--- src/design/fembc_pkg.sv ---
package fembc_pkg;

  localparam int MAX_NODES_DEF = 4096;
  localparam int FRAC_BITS_DEF = 16;

  localparam int IDX_W    = 16;
  localparam int CRD_W    = 32;
  localparam int VAL_W    = 48;
  localparam int NCNT_W   = 13;
  localparam int PROD_W   = 66;
  localparam int ROOT_W   = 33;
  localparam int DIV_W    = 72;
  localparam int DIV_STEP = 8;

  localparam logic [NCNT_W-1:0] NCNT_RST = 13'd4096;

  localparam logic [1:0] ACT_FACE  = 2'd0;
  localparam logic [1:0] ACT_WRITE = 2'd1;
  localparam logic [1:0] ACT_READ  = 2'd2;

  localparam logic [1:0] KIND_NONE      = 2'd0;
  localparam logic [1:0] KIND_DIRICHLET = 2'd1;
  localparam logic [1:0] KIND_NEUMANN   = 2'd2;
  localparam logic [1:0] KIND_ROBIN     = 2'd3;

  localparam logic RES_TRIPLET = 1'b0;
  localparam logic RES_LOAD    = 1'b1;

  localparam logic [VAL_W-1:0] POS48 = {1'b0, {(VAL_W-1){1'b1}}};
  localparam logic [VAL_W-1:0] NEG48 = {1'b1, {(VAL_W-1){1'b0}}};
  localparam logic [DIV_W-1:0] LIM_POS = {{(DIV_W-VAL_W+1){1'b0}}, {(VAL_W-1){1'b1}}};
  localparam logic [DIV_W-1:0] LIM_NEG = LIM_POS + DIV_W'(1);

  typedef enum logic [3:0] {
    ST_CLEAR, ST_IDLE, ST_DECODE, ST_RD_LOAD, ST_RD_OUT, ST_MUL_X, ST_MUL_Y,
    ST_SQ_GO, ST_SQRT, ST_SC_MUL, ST_SC_ADD, ST_SC_DIV, ST_SC_FIN, ST_EMIT,
    ST_LD_RD, ST_LD_WR
  } fembc_state_t;

  typedef enum logic [1:0] {PASS_DIAG, PASS_OFF, PASS_HALF} fembc_pass_t;

  // magnitude with sign applied, saturated to signed 48 bits
  function automatic logic [VAL_W-1:0] sat_mag(input logic neg, input logic [DIV_W-1:0] q);
    logic [VAL_W-1:0] res;
    if (neg) begin
      res = (q > LIM_NEG) ? NEG48 : VAL_W'(~q[VAL_W-1:0] + VAL_W'(1));
    end else begin
      res = (q > LIM_POS) ? POS48 : q[VAL_W-1:0];
    end
    return res;
  endfunction

  function automatic logic [VAL_W-1:0] sat_add(input logic [VAL_W-1:0] a,
                                               input logic [VAL_W-1:0] b);
    logic [VAL_W:0] s;
    logic [VAL_W-1:0] res;
    s = {a[VAL_W-1], a} + {b[VAL_W-1], b};
    if (s[VAL_W] != s[VAL_W-1]) begin
      res = s[VAL_W] ? NEG48 : POS48;
    end else begin
      res = s[VAL_W-1:0];
    end
    return res;
  endfunction

endpackage

--- src/design/fembc_mul.sv ---
module fembc_mul import fembc_pkg::*; (
  input  logic              clk,
  input  logic [ROOT_W-1:0] a,
  input  logic [ROOT_W-1:0] b,
  output logic [PROD_W-1:0] p_r
);
  always_ff @(posedge clk) begin
    p_r <= a * b;
  end
endmodule

--- config.mk ---
export PLATFORM = sky130hd
export DESIGN_NAME = fembc_mul
export DESIGN_NICKNAME = d
export VERILOG_FILES = /design/src/design/fembc_pkg.sv /design/src/design/fembc_mul.sv
export SDC_FILE = /design/constraint.sdc
export NUM_CORES = 2
export LEC_CHECK = 0
export BUFFER_PORTS_ARGS = -buffer_cell sky130_fd_sc_hd__buf_2
export CAP_MARGIN = 20
export CORE_MARGIN = 3
export CORE_UTILIZATION = 54
export CTS_CLUSTER_SIZE = 10
export DETAILED_ROUTE_END_ITERATION = 16
export HOLD_SLACK_MARGIN = 0.1
export PLACE_DENSITY_LB_ADDON = 0.2
export RECOVER_POWER = 50
export SLEW_MARGIN = 20
export SYNTH_ARGS = -nofsm -noshare
export SYNTH_HDL_FRONTEND = slang
export SYNTH_SLANG_ARGS = --single-unit
--- constraint.sdc ---
create_clock -name clk -period 14.1 [get_ports clk]
set_input_delay 2.115 -clock clk [delete_from_list [all_inputs] [get_ports clk]]
set_output_delay 2.115 -clock clk [all_outputs]
set_load 0.01 [all_outputs]
Word level (Yosys, flattened, before mapping). Cells that the tools add are included.

Bits in registers: 66.

Multiply operators: 1.

Operators by type and width (number): 33-bit by 33-bit multiplier with 66-bit output (1).

Logic depth before layout (Yosys ltp).
Depth in word-level cells: 1. Mapped depth: 30. Depth with buffers taken out: 28.

Least setup slack after synthesis. OpenSTA, ideal clock, no wires.

Path kind: input to register. Start: input port b[0]. End: register p_r[58]. Arrival time: 9.147 ns. Required time: 14.028 ns. Setup slack: 4.881 ns. Stages on the path: 28. Cells stage by stage: clkbuf_1 and2_1 fa_1 inv_1 fa_1 inv_1 fa_1 inv_1 fa_1 inv_1 fa_1 fa_1 fa_1 inv_1 fa_1 inv_1 ha_1 buf_2 nand2_1 or4_1 or3_1 o22ai_1 o211a_1 o21ai_2 nand3b_4 o31a_1 o21ai_2 xor2_1.

Cells in the longest elaborated chain, start to end: 1.

Ends and longest elaborated chain: start, declared (line fembc_mul.sv:4) `input logic [ROOT_W-1:0] b,`; 33-bit by 33-bit multiplier with 66-bit output (line fembc_mul.sv:8) `p_r <= a * b;`; end signal, assigned (line fembc_mul.sv:8); end, declared (line fembc_mul.sv:5) `output logic [PROD_W-1:0] p_r`.

Every way passes these cells.

Final worst setup path.
Start: input port b[0]. End: register p_r[64].

The elaborated chain is that of the path after synthesis.

==> results.rst <==
.. list-table::
   :header-rows: 1

   * - Metric
     - Value
   * - Mean routed wirelength per cell
     - 20.0 um
   * - Number of global-route vias before repair
     - a little under 30000
   * - Initial cell density of the core
     - 55.1%
   * - Top-level port count
     - 133
   * - TritonCTS clock tree
     - built
   * - Synthesis-to-finish area growth
     - 3.64%
   * - Required time of the critical path
     - about 14 ns
   * - Final count of hold timing violations
     - 0
   * - Global routing usage summed across all routing layers
     - 28.8%
   * - Crit path launch type
     - primary input
   * - Number of I/O port buffers
     - 132
   * - Delay of the slowest cell on the worst path
     - 1.05 ns
   * - Violation count after the first detailed-route iteration
     - about 1400
   * - Most area-hungry cell type in the Yosys netlist
     - fa_1
   * - Core box area
     - 0.0665 mm2
   * - Vias per Instance
     - 5.39
   * - Total of warnings raised by yosys
     - 0
   * - Final setup violation count
     - 0
   * - Maximum number of pins on one net before global-route repair
     - 34
   * - Unrepaired setup endpoints after global routing
     - false
   * - Path class of the lowest-slack min-delay path
     - primary input to flip-flop
   * - Data arrival time of the worst path
     - about 11 ns
   * - Antenna violations before repair
     - 3
   * - Flip-flop and latch count after synthesis
     - 66
   * - Fraction of layout cells with a size suffix above 1
     - approximately 2.6%
   * - Hold path endpoint
     - p_r[0]
   * - Clock-pin slew on the worst setup and hold paths
     - around 0.07 ns
   * - Post-route DRC violation count
     - 0
   * - Site row count
     - 94
   * - Routability cong.
     - 0.895
   * - Capturing element type of the critical path
     - flip-flop
   * - Global route overflow
     - 0
   * - Synth top area share
     - 52.4%
   * - Prevailing post-synth register cell
     - dfxtp_1
   * - Number of stages on the worst hold path
     - 3
   * - Total Wirelength
     - 97400 um
   * - Library cells used by synthesis
     - 57
   * - Estimated wirelength of the detail-placed design
     - 76800 um
   * - Max-capacitance violation count
     - 0
   * - Antenna-violating nets left
     - 0
   * - Top area cells in the synthesized netlist
     - fa_1, inv_1, and2_1
   * - Pins Over Slew Limit
     - 0
   * - Max reg flops
     - 66
   * - Number of buffers on the longest clock path
     - 2
   * - Final-layout fill cell count
     - 6032
   * - Area of the die
     - 0.0709 mm2
   * - Normalized max-slew margin
     - 1.05%
   * - Number of gates resized after CTS
     - 0
   * - Transition at the pin with the smallest max-transition slack
     - around 1.5 ns
   * - Sink count of the clock tree
     - 66
   * - Total Negative Setup Slacks
     - 0 ns
   * - Global-route wire length before repair
     - 157000 um
   * - Maximum level of the CTS H-tree
     - 3
   * - EDFF count, synth
     - 0
   * - Top reg by flops
     - p_r
   * - Period minus WS final
     - a little over 10 ns
   * - Share of the clock period used by the worst path after layout
     - around three quarters
   * - Slowest cell on the critical path
     - clkbuf_1
   * - Die span in x
     - between 200 and 300 um
   * - Syn Std Cell Area
     - 0.0366 mm2
   * - Net count reported at finish
     - roughly 5300
   * - Number of buffers inserted to repair setup after CTS
     - 0
   * - Maximum frequency from static timing analysis
     - 96.9 MHz
   * - Sequential share of the synthesized area
     - 3.61%
   * - Post-Synthesis Cells
     - 4048
   * - Critical hold path startpoint
     - a[0]
   * - Total iterations of the first detailed-routing run
     - 5
   * - Die boundary height
     - 266 um
   * - Synthesized net count
     - between 5000 and 6000
   * - Syn avg cell area
     - 9.04 um2
   * - Clk Tree Root Cell
     - clkbuf_16
   * - Number of buffers created by CTS
     - 9
   * - Outcome
     - complete, no violations
   * - Largest registers ranked by flip-flop count
     - p_r (66)
   * - Vias after detailed routing
     - 26200
   * - CTS Hold Bufs
     - 0
   * - Maximum fanout encountered on the critical timing path
     - 33
   * - Critical path start-end classification
     - primary input to flip-flop
   * - Share of flip-flops with an asynchronous set or reset
     - 0%
   * - Worst path most repeated cell
     - fa_1
[per-layer routing]
layer	track usage (%)	up-vias	wire, um	share of wire, %
li1	-	11400	-	-
met5	0	-	9	0.0092
met4	13.3	2	5580	5.7
met2	51.1	909	49800	51
met3	3.32	222	5580	5.7
met1	35.4	13700	36500	37
[cells in the mapped netlist, types with 2 or more instances]
master    instances
nor2b_1           6
nor4_1            2
nand2b_1          2
o21a_1            7
o31a_1            2
xnor2_1          41
xor2_1           24
nand2_1         567
o211ai_1          2
o21bai_1          8
a211oi_1          5
nand3_1          10
and3_1            7
or3_1             2
clkbuf_1        209
nor3_1            4
o31ai_1           3
a21boi_1          3
o41ai_1           2
inv_1          1048
dfxtp_1          66
and2_1          574
nor2_1           33
o21ai_0          15
o21ai_1          23
a21o_1           31
a31oi_1           6
a21oi_1          73
fa_1            958
buf_2             2
ha_1            265
and4_1            4
nand4_1          16
a31o_1            2
o21ai_2           2
a211o_1           2
a221oi_1          2
[cell type report]
type	instances	area (um2)	share of cell area [%]
diodes	2	5.00	0.0132
well taps	864	1080	2.85
inverters	1049	3940	10.4
repair buffers	148	698	1.84
clock inverters	6	115	0.303
clock buffers	10	229	0.604
multi-input cells	2722	30600	80.5
flip-flops and latches	66	1320	3.48
[cell families after synthesis]
kind of cell | Yosys count | synth area share (%)
adders and majority gates | 1223 | 61.5
DFF | 66 | 3.61
and+or+nand+nor | 1233 | 17.0
buffers and inverters | 1260 | 12.9
AOI/OAI and AO/OA | 201 | 3.45
xor gates and xnor gates | 65 | 1.56
[metrics by stage]
step	util, %	worst slack (ns)	hold slack (ns)	instance area [um2]	cells
final	57.1	3.78	2.38	37900	4867
after global routing	57.1	3.39	2.38	37900	4866
after CTS	57.2	4.22	2.36	38000	4865
after detailed placement	56.7	3.87	2.51	37700	4849
after global placement	56.7	3.91	2.51	37700	4849
after floorplan	-	4.88	2.24	36600	4048
[worst max-delay path by stage]
| stage | start | to | slack (ns) | depth (start not counted) |
|---|---|---|---|---|
| 5_1_grt | b[0] | p_r[64] | 3.39 | 25 |
| 3_5_place_dp | a[16] | p_r[58] | 3.87 | 24 |
| 4_1_cts | a[28] | p_r[64] | 4.22 | 26 |
| 2_1_floorplan | b[0] | p_r[58] | 4.88 | 28 |
| 3_3_place_gp | a[16] | p_r[58] | 3.91 | 24 |
| 6_report | b[0] | p_r[64] | 3.78 | 25 |
[placed cells by master (no fill, tap or decap), drive strengths merged, types with 2 or more instances in the layout]
cell	synthesis	final
inv	1049	1049
and2	574	574
clkinv	0	2
or3	2	2
o21ai	40	40
fa	958	958
clkbuf	209	76
a31o	2	2
xnor2	41	41
nand2	568	568
nor3	4	4
ha	265	265
and3	7	7
a221oi	2	2
nand2b	2	2
o21bai	8	8
nor4	2	2
o41ai	2	2
o21a	7	7
and4	4	4
diode	0	2
xor2	24	24
a21boi	3	3
nand4	16	16
nand3	10	10
a211oi	5	5
o31a	2	2
bufinv	0	3
a21o	31	31
o31ai	3	3
nor2b	6	6
nor2	33	33
o211ai	2	2
buf	2	82
a21oi	73	73
dfxtp	66	66
a31oi	6	6
a211o	2	2
[worst max-delay path: cells and delay by family]
| family | cells | cell delay, ns |
|---|---|---|
| AOI/OAI and AO/OA | 4 | 0.90 |
| adders and majority gates | 9 | 4.43 |
| xor gates and xnor gates | 1 | 0.20 |
| buffers and inverters | 5 | 1.34 |
| and+or+nand+nor | 6 | 1.59 |
Power is left out: the tool's default activity adds up to more than one toggle a clock period on the data nets, which glitch-free logic cannot reach.
