## src/design/fembc_pkg.sv

```systemverilog
package fembc_pkg;

  localparam int MAX_NODES_DEF = 4096;
  localparam int FRAC_BITS_DEF = 16;

  localparam int IDX_W    = 16;
  localparam int CRD_W    = 32;
  localparam int VAL_W    = 48;
  localparam int NCNT_W   = 13;
  localparam int PROD_W   = 66;
  localparam int ROOT_W   = 33;
  localparam int DIV_W    = 72;
  localparam int DIV_STEP = 8;

  localparam logic [NCNT_W-1:0] NCNT_RST = 13'd4096;

  localparam logic [1:0] ACT_FACE  = 2'd0;
  localparam logic [1:0] ACT_WRITE = 2'd1;
  localparam logic [1:0] ACT_READ  = 2'd2;

  localparam logic [1:0] KIND_NONE      = 2'd0;
  localparam logic [1:0] KIND_DIRICHLET = 2'd1;
  localparam logic [1:0] KIND_NEUMANN   = 2'd2;
  localparam logic [1:0] KIND_ROBIN     = 2'd3;

  localparam logic RES_TRIPLET = 1'b0;
  localparam logic RES_LOAD    = 1'b1;

  localparam logic [VAL_W-1:0] POS48 = {1'b0, {(VAL_W-1){1'b1}}};
  localparam logic [VAL_W-1:0] NEG48 = {1'b1, {(VAL_W-1){1'b0}}};
  localparam logic [DIV_W-1:0] LIM_POS = {{(DIV_W-VAL_W+1){1'b0}}, {(VAL_W-1){1'b1}}};
  localparam logic [DIV_W-1:0] LIM_NEG = LIM_POS + DIV_W'(1);

  typedef enum logic [3:0] {
    ST_CLEAR, ST_IDLE, ST_DECODE, ST_RD_LOAD, ST_RD_OUT, ST_MUL_X, ST_MUL_Y,
    ST_SQ_GO, ST_SQRT, ST_SC_MUL, ST_SC_ADD, ST_SC_DIV, ST_SC_FIN, ST_EMIT,
    ST_LD_RD, ST_LD_WR
  } fembc_state_t;

  typedef enum logic [1:0] {PASS_DIAG, PASS_OFF, PASS_HALF} fembc_pass_t;

  // magnitude with sign applied, saturated to signed 48 bits
  function automatic logic [VAL_W-1:0] sat_mag(input logic neg, input logic [DIV_W-1:0] q);
    logic [VAL_W-1:0] res;
    if (neg) begin
      res = (q > LIM_NEG) ? NEG48 : VAL_W'(~q[VAL_W-1:0] + VAL_W'(1));
    end else begin
      res = (q > LIM_POS) ? POS48 : q[VAL_W-1:0];
    end
    return res;
  endfunction

  function automatic logic [VAL_W-1:0] sat_add(input logic [VAL_W-1:0] a,
                                               input logic [VAL_W-1:0] b);
    logic [VAL_W:0] s;
    logic [VAL_W-1:0] res;
    s = {a[VAL_W-1], a} + {b[VAL_W-1], b};
    if (s[VAL_W] != s[VAL_W-1]) begin
      res = s[VAL_W] ? NEG48 : POS48;
    end else begin
      res = s[VAL_W-1:0];
    end
    return res;
  endfunction

endpackage

```

## src/design/fembc_sqrt.sv

```systemverilog
module fembc_sqrt import fembc_pkg::*; (
  input  logic              clk,
  input  logic              rst_n,
  input  logic              start,
  input  logic [PROD_W-1:0] rad,
  output logic              done,
  output logic [ROOT_W-1:0] root
);
  localparam int REM_W = ROOT_W + 3;

  logic [PROD_W-1:0] rad_r;
  logic [REM_W-1:0]  rem_r;
  logic [ROOT_W-1:0] root_r;
  logic [5:0]        cnt_r;
  logic              run_r;
  logic              done_r;
  logic [REM_W-1:0]  rem_sh;
  logic [REM_W-1:0]  trial;
  logic              ge;

  // one result bit per cycle, digit-by-digit restoring form
  assign rem_sh = {rem_r[REM_W-3:0], rad_r[PROD_W-1 -: 2]};
  assign trial  = {1'b0, root_r, 2'b01};
  assign ge     = (rem_sh >= trial);

  always_ff @(posedge clk) begin
    if (!rst_n) begin
      run_r  <= 1'b0;
      done_r <= 1'b0;
    end else begin
      done_r <= 1'b0;
      if (start) begin
        rad_r  <= rad;
        rem_r  <= '0;
        root_r <= '0;
        cnt_r  <= '0;
        run_r  <= 1'b1;
      end else if (run_r) begin
        rad_r  <= {rad_r[PROD_W-3:0], 2'b00};
        rem_r  <= ge ? REM_W'(rem_sh - trial) : rem_sh;
        root_r <= {root_r[ROOT_W-2:0], ge};
        cnt_r  <= cnt_r + 6'd1;
        if (cnt_r == 6'(ROOT_W - 1)) begin
          run_r  <= 1'b0;
          done_r <= 1'b1;
        end
      end
    end
  end

  assign done = done_r;
  assign root = root_r;
endmodule

```

## config.mk

```make
export PLATFORM = sky130hd
export DESIGN_NAME = fembc_sqrt
export DESIGN_NICKNAME = d
export VERILOG_FILES = /design/src/design/fembc_pkg.sv /design/src/design/fembc_sqrt.sv
export SDC_FILE = /design/constraint.sdc
export NUM_CORES = 1
export LEC_CHECK = 0
export BUFFER_PORTS_ARGS = -buffer_cell sky130_fd_sc_hd__buf_4
export CORE_MARGIN = 1.5
export CORE_UTILIZATION = 53
export CTS_CLUSTER_SIZE = 10
export DETAILED_ROUTE_END_ITERATION = 6
export PLACE_DENSITY_LB_ADDON = 0.25
export SYNTH_ARGS = -nofsm -noshare
export SYNTH_HDL_FRONTEND = slang
export SYNTH_SLANG_ARGS = --single-unit
```

## constraint.sdc

```tcl
create_clock -name clk -period 4.3 [get_ports clk]
set_clock_uncertainty 0.05 [all_clocks]
set_input_delay 0 -clock clk [delete_from_list [all_inputs] [get_ports clk]]
set_output_delay 0 -clock clk [all_outputs]
set_load 0.03 [all_outputs]
```

* After elaboration in Yosys (flattened, before gate mapping)
Cells that the tools add are included.
** Operators by class
- Add/sub/neg operators :: 2
- Magnitude comparators :: 1
- Equality and inequality tests :: 1
- Multiplexer cells :: 10
- Bitwise gates (word level) :: 2
- Reductions and logical operators :: 3
** Operator list (count)
- $mux 66 :: 2
- $mux 34 :: 2
- $ge 36x35->1 :: 1
- $sub 34x34->34 :: 1
- $mux 33 :: 1
- $add 6x1->6 const B :: 1
- $eq 6x6->1 const B :: 1
- $mux 6 :: 1
- $mux 1 :: 4
- $reduce_or 3->1 :: 1
- $not 1->1 :: 2
- $reduce_and 2->1 :: 1
- $reduce_bool 2->1 :: 1
** Storage, ports and cells
- Bits in registers :: 141
- Input port bits :: 69
- Logic and storage cells :: 25

* Depth between registers and ports, before layout
- Depth after elaboration :: 4
- Depth in mapped cells :: 13
- Depth with buffers taken out :: 10

* Worst setup path before layout
OpenSTA, ideal clock, no wires.
- Kind :: input port to flip-flop
- From :: input port start
- To :: register cnt_r[0], enable pin
- Library setup time :: 0.511 ns
- Arrival :: 3.589 ns
- Required time :: 3.739 ns
- Path slack :: 0.150 ns
- Stages on the path :: 3
- Path buffers :: 2
- Path through :: clkbuf_1 -> buf_2 -> o21a_1
** On the way
- Cells in the longest elaborated chain, start to end :: 2
** Ends and longest elaborated chain
- start: declaration :: line fembc_sqrt.sv:4 : input logic start,
- $reduce_bool 2->1 (no line)
- $reduce_and 2->1 (no line)
- end signal: assignment :: line fembc_sqrt.sv:42 : cnt_r <= cnt_r + 6'd1;
- end: declaration :: line fembc_sqrt.sv:14 : logic [5:0] cnt_r;
Every way passes these cells.
A chain may end at the register's enable or synchronous reset.

* Final worst setup path
- From :: register root_r[11], in the netlist root[11]
- To :: register rem_r[27] (data pin)
** On the way
- Cells in the longest elaborated chain, start to end :: 3
** Ends and longest elaborated chain
- start: declaration :: line fembc_sqrt.sv:13 : logic [ROOT_W-1:0] root_r;
- start signal: assignment :: line fembc_sqrt.sv:41 : root_r <= {root_r[ROOT_W-2:0], ge};
- $sub 34x34->34 or $ge 36x35->1 (tied branches) :: line fembc_sqrt.sv:40, fembc_sqrt.sv:24
- $mux 34 (*) :: line fembc_sqrt.sv:40 : rem_r <= ge ? REM_W'(rem_sh - trial) : rem_sh;
- $mux 34 (*) :: line fembc_sqrt.sv:38 : end else if (run_r) begin
- end signal: assignment :: line fembc_sqrt.sv:40
- end: declaration :: line fembc_sqrt.sv:12 : logic [REM_W-1:0] rem_r;
Every way passes the cells marked *; elsewhere a longest branch is shown, timed or not. The select of a mux whose other input is x is not followed.

==> results.md <==
- Count of final setup violators: 0
- Synth top cells by count: edfxtp_1, mux2_2, nor2_1, nand2_1, a21oi_1
- Share of cells above drive strength 1: 24.3%
- CTS Buf Count: 17
- Synthesized cell area: 0.00775 sq mm
- Async set-reset flop share out of synthesis: 0%
- Die height: 124 um
- Pre-Repair DR Iteration Count: 7
- Post-synth EDFFs: 139
- RR Endpoint: rem_r[27]
- Largest net degree at the start of global routing: 83
- Final worst path period share: 77.4%
- Post-DRT Antenna Nets: 0
- I/O pin cnt: 103
- FP Rows: 44
- Clk_lat worst skew: 0.42 ns
- Power per cell area: 426 mW/mm^2
- Max Slew Vio Count: 0
- Synth Flop Type: edfxtp_1
- Final WS setup: 0.972 ns
- Ranking of synthesized cells by area: edfxtp_1, mux2_2, ha_1
- Maxcap violations: 0
- Layout area overhead: 28.2%
- Via count: 5834
- Wire per inst: 16.9 um
- CP max FO: 35
- Core area: 0.0144 sq mm
- Leak Pwr: 0.00404 uW
- Final-stage net count: 945
- Worst Setup EP: rem_r[27]
- Post-synthesis sequential area ratio: 54.4%
- Worst r2r src: root[11]
- Htree depth: 4
- Place WS: 1.04 ns
- Relative slew slack: 25.9%
- Initial Util: 53.7%
- Mean area per synthesized cell: 11.5 sq um
- CTS clk-pin slew, worst paths: 0.06 ns
- Routability Congestion: 0.930
- Crit path capture type: register
- Worst VDD drop: 0.279 mV
- CTS Buffer Depth: 2
- Total track usage: 24.3%
- Top-count cell post-synth: edfxtp_1
- Synth top area share: 53.9%
- Vias in the first global route: 5864
- Least-Margin Pin Slew: 1.11 ns
- DRC viols: 0
- Syn Inst Count: 675
- Setup TNS: 0 ns
- Status: finished, final reports clean
- DIE AREA: 0.0154 sq mm
- Initial antenna violation count: 0
- DP Cell Count: 937
- RSZ-0062 raised after global routing: false
- DRT iter0 DRCs: 489
- Final WL: 17.5 mm
- Die width: 124 um
- Min-delay worst type: input pin to register
- Post-CTS setup buffer count: 0
- FF-to-FF setup slack: 0.97 ns
- Synth Warn #: 0
- Fmax achieved: 300 MHz
- Sink Count: 141
- CTS tree: built
- Hold Slack: 0.143 ns
- Required @ worst endpoint: 4.43 ns
- Area leader, netlist: edfxtp_1
- Overall power: 4230 uW
- Worst-case reg-to-reg path depth: 11
- Critical Setup Path Class: register to register
- Dpl hpwl: 10.8 mm
- Count of cell types in the netlist: 57
- First-pass GRT wire length: 28.4 mm
- Vias per cell: 5.64
- Layout Cells excl Fill: 1035
- Data arrival, critical path: 3.46 ns
- I/O Buffers: 102
- Final hold vios: 0
- #FFs+latches synth: 141
- Min Clock Period, post-route: 3.33 ns
- Post-Syn Nets: 781
- Ant. Diodes: 0
- Global route overflow: 0
- Worst Setup SP: root[11]
- Crit path launch type: register
- Root buf cell: clkbuf_16
worst min-delay path by stage:
stage / start / endpoint / slack [ns] / depth (start not counted)
after floorplan: rst_n / done / 0.10 / 1
after global placement: rst_n / done / 0.21 / 2
after detailed placement: rst_n / done / 0.21 / 2
after CTS: start / root[2] / 0.14 / 2
after global routing: start / root[2] / 0.18 / 2
final: start / root[2] / 0.14 / 2
registers in the layout, indices dropped and copies added (netlist names):
| name | flops |
|---|---|
| run_r | 1 |
| done | 1 |
| cnt_r | 6 |
| rem_r | 34 |
| root | 33 |
| rad_r | 66 |
routing by layer:
layer  up-vias  routed length [um]  GRT usage [%]  share of wire (%)
met5         -                   0              0                  0
met4         0                 328           10.1                1.9
met3        29                 864           4.44                4.9
met2       212                8920           41.8                 51
met1      2791                7390           30.2                 42
li1       2802                   -              -                  -
through the flow:
stage | area, sq um | util [%]
after CTS | 9930 | 68.9
final | 9930 | 68.9
after detailed placement | 8650 | 59.9
after global placement | 8650 | 59.9
after floorplan | 7750 | -
after global routing | 9930 | 68.9
timing repair:
action / CTS / global route
setup endpoints to repair: 0 / 0
resized for setup: 0 / 0
hold endpoints to repair: 67 / 0
hold buffers: 67 / 0
critical path: stages (launching register included):
cell and delay (ns):
edfxtp_1 0.34, inv_1 0.06, ha_1 0.40, a21o_1 0.23
a32oi_2 0.25, nor2_1 0.09, or4_4 0.53, o21ai_2 0.27
a21o_1 0.19, buf_4 0.38, nor2_4 0.08, a31o_1 0.21
area by class of cell:
class	count	area, sq um
fillers	1034	4490
well taps	184	230
clock inverters	13	189
clock buffers	18	429
inverters	49	184
multi-input cells	457	3210
flip-flops and latches	141	4210
repair buffers	173	1480
cell usage in the layout, fill, tap and decap left out, types with 20 or more instances in the layout:
cell / count
mux2_2: 64
edfxtp_1: 139
nor2_1: 61
nand2_1: 59
a21oi_1: 52
o21ai_0: 20
inv_1: 49
ha_1: 37
buf_4: 105
dlygate4sd3_1: 67
logic make-up after synthesis:
family | count (synthesis) | share of synthesized area [%]
DFF | 141 | 54.4
buffers and inverters | 77 | 4.33
and+or+nand+nor | 196 | 12.1
muxes | 64 | 9.30
adders and majority gates | 37 | 5.98
AOI/OAI and AO/OA | 140 | 11.6
xor gates and xnor gates | 20 | 2.26
report_power, final:
| group | leakage (uW) | total [uW] | internal [uW] | switching (uW) |
|---|---|---|---|---|
| Combinational | 0.00238 | 955 | 416 | 539 |
| Sequential | 0.00136 | 1710 | 1660 | 50.6 |
| Clock | 0.000299 | 1570 | 974 | 595 |
| Total | 0.00404 | 4230 | 3050 | 1180 |
Note: power is estimated with default switching activity, not from simulation.
