### config.mk
export PLATFORM = sky130hd
export DESIGN_NAME = fembc_div3
export DESIGN_NICKNAME = d
export VERILOG_FILES = /design/src/design/fembc_pkg.sv /design/src/design/fembc_div3.sv
export SDC_FILE = /design/constraint.sdc
export NUM_CORES = 1
export LEC_CHECK = 0
export BUFFER_PORTS_ARGS = -buffer_cell sky130_fd_sc_hd__buf_2
export CAP_MARGIN = 10
export CORE_ASPECT_RATIO = 1.25
export CORE_UTILIZATION = 45
export DETAILED_ROUTE_END_ITERATION = 8
export GPL_ROUTABILITY_DRIVEN = 0
export HOLD_SLACK_MARGIN = 0.06
export PLACE_DENSITY = 0.76
export SLEW_MARGIN = 20
export SYNTH_ARGS = -nofsm -noshare
export SYNTH_HDL_FRONTEND = slang
export SYNTH_SLANG_ARGS = --single-unit
### constraint.sdc
create_clock -name clk -period 6.7 [get_ports clk]
set_input_delay 0.335 -clock clk [delete_from_list [all_inputs] [get_ports clk]]
set_output_delay 0.335 -clock clk [all_outputs]
set_load 0.02 [all_outputs]
### src/design/fembc_pkg.sv
package fembc_pkg;

  localparam int MAX_NODES_DEF = 4096;
  localparam int FRAC_BITS_DEF = 16;

  localparam int IDX_W    = 16;
  localparam int CRD_W    = 32;
  localparam int VAL_W    = 48;
  localparam int NCNT_W   = 13;
  localparam int PROD_W   = 66;
  localparam int ROOT_W   = 33;
  localparam int DIV_W    = 72;
  localparam int DIV_STEP = 8;

  localparam logic [NCNT_W-1:0] NCNT_RST = 13'd4096;

  localparam logic [1:0] ACT_FACE  = 2'd0;
  localparam logic [1:0] ACT_WRITE = 2'd1;
  localparam logic [1:0] ACT_READ  = 2'd2;

  localparam logic [1:0] KIND_NONE      = 2'd0;
  localparam logic [1:0] KIND_DIRICHLET = 2'd1;
  localparam logic [1:0] KIND_NEUMANN   = 2'd2;
  localparam logic [1:0] KIND_ROBIN     = 2'd3;

  localparam logic RES_TRIPLET = 1'b0;
  localparam logic RES_LOAD    = 1'b1;

  localparam logic [VAL_W-1:0] POS48 = {1'b0, {(VAL_W-1){1'b1}}};
  localparam logic [VAL_W-1:0] NEG48 = {1'b1, {(VAL_W-1){1'b0}}};
  localparam logic [DIV_W-1:0] LIM_POS = {{(DIV_W-VAL_W+1){1'b0}}, {(VAL_W-1){1'b1}}};
  localparam logic [DIV_W-1:0] LIM_NEG = LIM_POS + DIV_W'(1);

  typedef enum logic [3:0] {
    ST_CLEAR, ST_IDLE, ST_DECODE, ST_RD_LOAD, ST_RD_OUT, ST_MUL_X, ST_MUL_Y,
    ST_SQ_GO, ST_SQRT, ST_SC_MUL, ST_SC_ADD, ST_SC_DIV, ST_SC_FIN, ST_EMIT,
    ST_LD_RD, ST_LD_WR
  } fembc_state_t;

  typedef enum logic [1:0] {PASS_DIAG, PASS_OFF, PASS_HALF} fembc_pass_t;

  // magnitude with sign applied, saturated to signed 48 bits
  function automatic logic [VAL_W-1:0] sat_mag(input logic neg, input logic [DIV_W-1:0] q);
    logic [VAL_W-1:0] res;
    if (neg) begin
      res = (q > LIM_NEG) ? NEG48 : VAL_W'(~q[VAL_W-1:0] + VAL_W'(1));
    end else begin
      res = (q > LIM_POS) ? POS48 : q[VAL_W-1:0];
    end
    return res;
  endfunction

  function automatic logic [VAL_W-1:0] sat_add(input logic [VAL_W-1:0] a,
                                               input logic [VAL_W-1:0] b);
    logic [VAL_W:0] s;
    logic [VAL_W-1:0] res;
    s = {a[VAL_W-1], a} + {b[VAL_W-1], b};
    if (s[VAL_W] != s[VAL_W-1]) begin
      res = s[VAL_W] ? NEG48 : POS48;
    end else begin
      res = s[VAL_W-1:0];
    end
    return res;
  endfunction

endpackage

### src/design/fembc_div3.sv
module fembc_div3 import fembc_pkg::*; (
  input  logic             clk,
  input  logic             rst_n,
  input  logic             start,
  input  logic [DIV_W-1:0] num,
  output logic             done,
  output logic [DIV_W-1:0] quot
);
  localparam int ITER = DIV_W / DIV_STEP;

  logic [DIV_W-1:0] n_r;
  logic [1:0]       r_r;
  logic [3:0]       cnt_r;
  logic             run_r;
  logic             done_r;
  logic [DIV_W-1:0] n_nxt;
  logic [1:0]       r_nxt;

  // several quotient bits per cycle; the remainder is only two bits wide
  always_comb begin
    logic [2:0] t;
    n_nxt = n_r;
    r_nxt = r_r;
    for (int i = 0; i < DIV_STEP; i++) begin
      t     = {r_nxt, n_nxt[DIV_W-1]};
      n_nxt = {n_nxt[DIV_W-2:0], 1'b0};
      if (t >= 3'd3) begin
        n_nxt[0] = 1'b1;
        r_nxt    = 2'(t - 3'd3);
      end else begin
        r_nxt = t[1:0];
      end
    end
  end

  always_ff @(posedge clk) begin
    if (!rst_n) begin
      run_r  <= 1'b0;
      done_r <= 1'b0;
    end else begin
      done_r <= 1'b0;
      if (start) begin
        n_r   <= num;
        r_r   <= 2'd0;
        cnt_r <= '0;
        run_r <= 1'b1;
      end else if (run_r) begin
        n_r   <= n_nxt;
        r_r   <= r_nxt;
        cnt_r <= cnt_r + 4'd1;
        if (cnt_r == 4'(ITER - 1)) begin
          run_r  <= 1'b0;
          done_r <= 1'b1;
        end
      end
    end
  end

  assign done = done_r;
  assign quot = n_r;
endmodule

=== Word level (Yosys, flattened, before mapping) ===
Index checks and enable logic that the tools add are counted.
W data, S select, Z words.

* Bits in registers: 80
* Output and inout port bits: 73

* $add $sub $neg: 9
* Magnitude comparators: 8
* Eq/ne operators: 1
* Muxes and demuxes: 24
* Bitwise logic cells: 2
* Reductions and logical operators: 3

{| class="wikitable"
|+ Operators by type and width
! kind !! count
|-
| $mux W72 || 2
|-
| $ge A3 B2 Y1 const B || 8
|-
| $mux W2 || 9
|-
| $sub A2 B2 Y2 const B || 8
|-
| $mux W1 || 12
|-
| $add A4 B1 Y4 const B || 1
|-
| $eq A4 B4 Y1 const B || 1
|-
| $mux W4 || 1
|-
| $reduce_or A3 Y1 || 1
|-
| $not A1 Y1 || 2
|-
| $reduce_and A2 Y1 || 1
|-
| $reduce_bool A2 Y1 || 1
|}

=== Logic depth before layout (Yosys ltp) ===
* Word-level depth: 18
* Gate-level depth with buffers: 38

=== Worst setup path after synthesis ===
Ideal clock, no wire load.

* Kind: flip-flop to flip-flop
* Start point: register n_r[71] (netlist: quot[71])
* End point: register r_r[0] (data pin)
* Setup time: 0.177 ns
* Arrival: 7.076 ns
* Path slack: -0.553 ns
* Stages on the path, launching flop included: 38
* Buffers on the path: 0
* Cell sequence: edfxtp_1 ha_1 nor3_1 a21oi_1 ha_1 nor3b_1 mux2i_2 a21oi_1 ha_1 nand2b_1 mux2i_1 o211ai_1 nand3_2 ha_1 nor2_1 a22oi_4 nor2_1 mux2_2 [... 2 more ...] nand3_1 o21ai_0 o21ai_0 o311ai_4 ha_1 or3_1 o31ai_1 o21ba_4 nor2_2 mux2_2 ha_1 nand2b_1 o22ai_1 o21ai_0 nand3_1 ha_1 or3_1 o32ai_1

* Word-level cells in the longest chain between the ends: 17
* Elaborated cells between the ends (all ways): 24
* Classes of those cells: add/sub: 7; order compare: 8; mux: 9

{| class="wikitable"
|+ RTL lines
! element !! line !! RTL
|-
| start, declared || fembc_div3.sv:11 || <nowiki>logic [DIV_W-1:0] n_r;</nowiki>
|-
| start signal, assigned || fembc_div3.sv:43 || <nowiki>n_r <= num;</nowiki>
|-
| start signal, assigned || fembc_div3.sv:48 || <nowiki>n_r <= n_nxt;</nowiki>
|-
| $ge A3 B2 Y1 / $sub A2 B2 Y2 (equally long branches) || fembc_div3.sv:27, fembc_div3.sv:29 ||
|-
| $mux W2 (*) || fembc_div3.sv:27 || <nowiki>if (t >= 3'd3) begin</nowiki>
|-
| $ge A3 B2 Y1 / $sub A2 B2 Y2 (equally long branches) || fembc_div3.sv:27, fembc_div3.sv:29 ||
|-
| $mux W2 (*) || fembc_div3.sv:27 ||
|-
| $ge A3 B2 Y1 / $sub A2 B2 Y2 (equally long branches) || fembc_div3.sv:27, fembc_div3.sv:29 ||
|-
| $mux W2 (*) || fembc_div3.sv:27 ||
|-
| $ge A3 B2 Y1 / $sub A2 B2 Y2 (equally long branches) || fembc_div3.sv:27, fembc_div3.sv:29 ||
|-
| $mux W2 (*) || fembc_div3.sv:27 ||
|-
| $ge A3 B2 Y1 / $sub A2 B2 Y2 (equally long branches) || fembc_div3.sv:27, fembc_div3.sv:29 ||
|-
| $mux W2 (*) || fembc_div3.sv:27 ||
|-
| $ge A3 B2 Y1 / $sub A2 B2 Y2 (equally long branches) || fembc_div3.sv:27, fembc_div3.sv:29 ||
|-
| $mux W2 (*) || fembc_div3.sv:27 ||
|-
| $ge A3 B2 Y1 / $sub A2 B2 Y2 (equally long branches) || fembc_div3.sv:27, fembc_div3.sv:29 ||
|-
| $mux W2 (*) || fembc_div3.sv:27 ||
|-
| $ge A3 B2 Y1 (*) || fembc_div3.sv:27 ||
|-
| $mux W2 (*) || fembc_div3.sv:27 ||
|-
| $mux W2 (*) || fembc_div3.sv:47 || <nowiki>end else if (run_r) begin</nowiki>
|-
| end signal, assigned || fembc_div3.sv:49 || <nowiki>r_r <= r_nxt;</nowiki>
|-
| end, declared || fembc_div3.sv:12 || <nowiki>logic [1:0] r_r;</nowiki>
|}

Mark *: on every way between the ends. The rest lies on a longest branch, timed or not. The select of a mux whose other input is x is not followed.
A chain may end at the register's enable or synchronous reset.

=== Worst setup path after layout ===
Ends and elaborated chain as after synthesis.

==> summary.md <==
| Metric | Value |
|---|---|
| Status | `finished, final reports clean` |
| Area Overhead vs Synth | `36.89%` |
| Pins Over Slew Limit | `0` |
| Post-Synth Simple-Gate Area | `between 7 and 8%` |
| Power Density | `about 300 nW/um^2` |
| Int Power | `1.138 mW` |
| Setup violators final | `0` |
| Pre-CTS setup slack | `-0.2217 ns` |
| Hold Path Class | `input port to register` |
| Skew final | `approximately 0.0096 ns` |
| Synth cell types | `50` |
| Via count | `3,115` |
| Std-Cell Rows | `38` |
| Global-route wire length before repair | `~14 mm` |
| Fraction of power spent switching nets | `~33%` |
| Post-synthesis cell count | `293` |
| Slowest stage delay, CP | `0.44 ns` |
| Worst rel slew slack | `29.45%` |
| Post-DR wirelength/cell | `16.62 um` |
| Initial antenna violation count | `0` |
| Tmin final | `6.538 ns` |
| EDFF count, synth | `78` |
| Core Box Area | `8748 sq um` |
| Number of iterations in the first detailed-routing pass | `4` |
| Nets | `553` |
| Critical path class | `register to register` |
| Max cap viols | `0` |
| Net switching power | `around 0.56 mW` |
| Post-synthesis sequential element count | `80` |
| # DRC | `0` |
| Total clock buffers created by CTS | `9` |
| Post-Synth XOR/XNOR Area | `0.4264%` |
| Crit path launch type | `register` |
| Required @ worst endpoint | `6.87 ns` |
| CP Max Fanout | `6` |
| Compound-Gate Fraction of Synth Area | `8.803%` |
| Clock Latency Late Sink | `0.35 ns` |
| Largest family of logic cells by synthesized area | `multiplexers` |
| Height of the die | `108.8 um` |
| Asr flop ratio synth | `0%` |
| Final hold vios | `0` |
| CP most frequent cell | `ha_4` |
| Detail Route Antenna Nets | `0` |
| Register area share after synthesis | `58.00%` |
| Overflow after GRT | `0` |
| Slowest-stage cell, CP | `edfxtp_1` |
| Avg Vias per Cell | `5.253` |
| Synth Area in Adders | `approximately 3%` |
| Starting Density | `46.95%` |
| Clock sink total | `80` |
| Routed WL | `roughly 10 mm` |
| Clock transition at path regs | `about 0.090 ns` |
| # port buffers | `147` |
| Highest clock rate | `153.0 MHz` |
| Cell Area, Synth | `4108 sq um` |
| Setup crit end kind | `register` |
| Share of cells above drive strength 1 | `64.06%` |
| Vias in the first global route | `slightly below 3,000` |
| Leak | `2.279 nW` |
| Number of top-level pins | `approximately 150` |
| Clock power frac | `a little over a fifth` |
| Die W | `87.46 um` |
| Final setup margin | `0.1620 ns` |
| TritonCTS clock tree | `done` |
| Largest net degree at the start of global routing | `80` |
| Multiplexer area fraction after synthesis | `between 10% and 20%` |
| Peak VDD IR | `0.1701 mV` |
| Least-Margin Pin Slew | `1.058 ns` |
| Detailed Route Iter0 Violations | `202` |
| Syn_nets | `378` |
| GRT Overall Usage | `between 15 and 20%` |
| Longest Clk Path Bufs | `2` |
| Clk root buf | `clkbuf_8` |
| Worst endpoint data arrival time | `6.71 ns` |
| Final core occ | `64.27%` |
| Logic pwr share | `roughly 41%` |
| Setup_tns | `0 ns` |
| Die area | `9517 sq um` |
| Final Cycle Share | `97.58%` |
| Reg power frac | `37.5%` |
| Synth warn | `0` |
| Placed wire-length estimate | `6.759 mm` |
| Antenna cell count | `0` |
| H-Tree Depth | `3` |
| Avg Inst Size Synth | `14.02 sq um` |
| Top_reg_cell synth | `edfxtp_1` |
## cell usage after synthesis (all sizes together) (2+ instances only)
master / n / share of area [%]
mux2i: 7 / 1.8
nand2: 10 / 0.91
o32ai: 2 / 0.61
dfxtp: 2 / 0.97
a31oi: 2 / 0.30
a2111oi: 2 / 0.43
nand2b: 5 / 0.76
nand3: 4 / 0.61
nor2: 20 / 1.9
or3: 5 / 0.88
ha: 10 / 3.0
nor3: 5 / 0.88
edfxtp: 78 / 57
buf: 4 / 0.40
nor4: 2 / 0.30
o211ai: 2 / 0.37
a21oi: 14 / 1.7
nor3b: 3 / 0.55
mux2: 66 / 18
o21ai: 8 / 0.97
clkbuf: 7 / 0.64
inv: 11 / 1.0
o21a: 2 / 0.37
nor2b: 3 / 0.46
## cell families after synthesis
| group | Yosys count |
|---|---|
| mux | 73 |
| xor+xnor | 2 |
| simple gates | 60 |
| flops | 80 |
| compound gates | 46 |
| fa+ha+maj | 10 |
| buf+inv | 22 |
## state kept, by name (all words and copies together) (netlist names)
name   flops
cnt_r      4
done       1
quot      72
r_r        2
run_r      1
## through the flow
stage / hold slack [ns] / power [mW] / instances / cell area, sq um
2_1_floorplan: 0.4541 / 1.052 / 293 / 4229
3_3_place_gp: 0.4795 / 1.169 / 555 / 5127
3_5_place_dp: 0.4876 / 1.194 / 555 / 5127
4_1_cts: 0.2276 / 1.573 / 578 / 5379
5_1_grt: 0.2347 / 1.779 / 593 / 5623
6_report: 0.2363 / 1.699 / 593 / 5623
## power by group through the flow
stage          registers, mW  clock network [mW]  logic (mW)
3_5_place_dp           0.646                   0       0.547
5_1_grt                0.643               0.378       0.758
2_1_floorplan          0.684                   0       0.368
6_report               0.637               0.358       0.704
3_3_place_gp           0.645                   0       0.525
4_1_cts                0.636               0.362       0.575
## critical path: cells and delay by family (launching register included)
kind                       cells  cell delay [ns]
AOI/OAI and AO/OA             11             1.56
adders and majority gates      8             1.54
DFF                            1             0.44
muxes                          4             0.49
and+or+nand+nor               14             2.30
## cells in the final DEF, fill, tap and decap left out, types with 4 or more instances in the layout
cell,count
buf_2,146
nor2_1,14
clkbuf_8,9
buf_4,26
inv_1,11
edfxtp_1,78
ha_4,6
o21ai_0,5
nand2_1,10
nor2_4,5
mux2_2,64
a21oi_1,13
mux2i_1,4
## routing by layer
layer  vias to the layer above  wire [um]  global-route usage (%)
met4                         0        211                   8.431
met2                       124       5278                   34.82
met1                      1484       3775                   22.73
met5                         -          0                       0
li1                       1486          -                       -
met3                        21        590                   5.375
## what timing repair did
| item | in CTS | in global routing |
|---|---|---|
| cloned | 0 | 0 |
| gates resized for setup | 1 | 27 |
| pin swaps | 5 | 23 |
| setup buffers | 7 | 16 |
| setup endpoints to repair | 3 | 3 |
| hold buffers | 0 | 0 |
## cell type report
cell class,instances,area [sq um]
fill,690,3126
sequential,80,2382
clock inverter,6,68.82
clock buffer,10,127.6
inverter,11,41.29
timing repair buffer,175,959.7
multi-input combinational,191,1893
tap,120,150.1
## path summary, 6_finish.rpt
check                          to          startpoint  cells past startpoint  slack, ns
max          r_r[0]$_SDFFCE_PP0P_  quot[71]$_DFFE_PP_                     37       0.16
min               done$_SDFF_PP0_               rst_n                      2       0.24
max reg2reg  r_r[0]$_SDFFCE_PP0P_  quot[71]$_DFFE_PP_                     37       0.16
min reg2reg       done$_SDFF_PP0_    run_r$_SDFF_PN0_                      1       0.50
No activity file was read; power rests on OpenSTA's default activity.
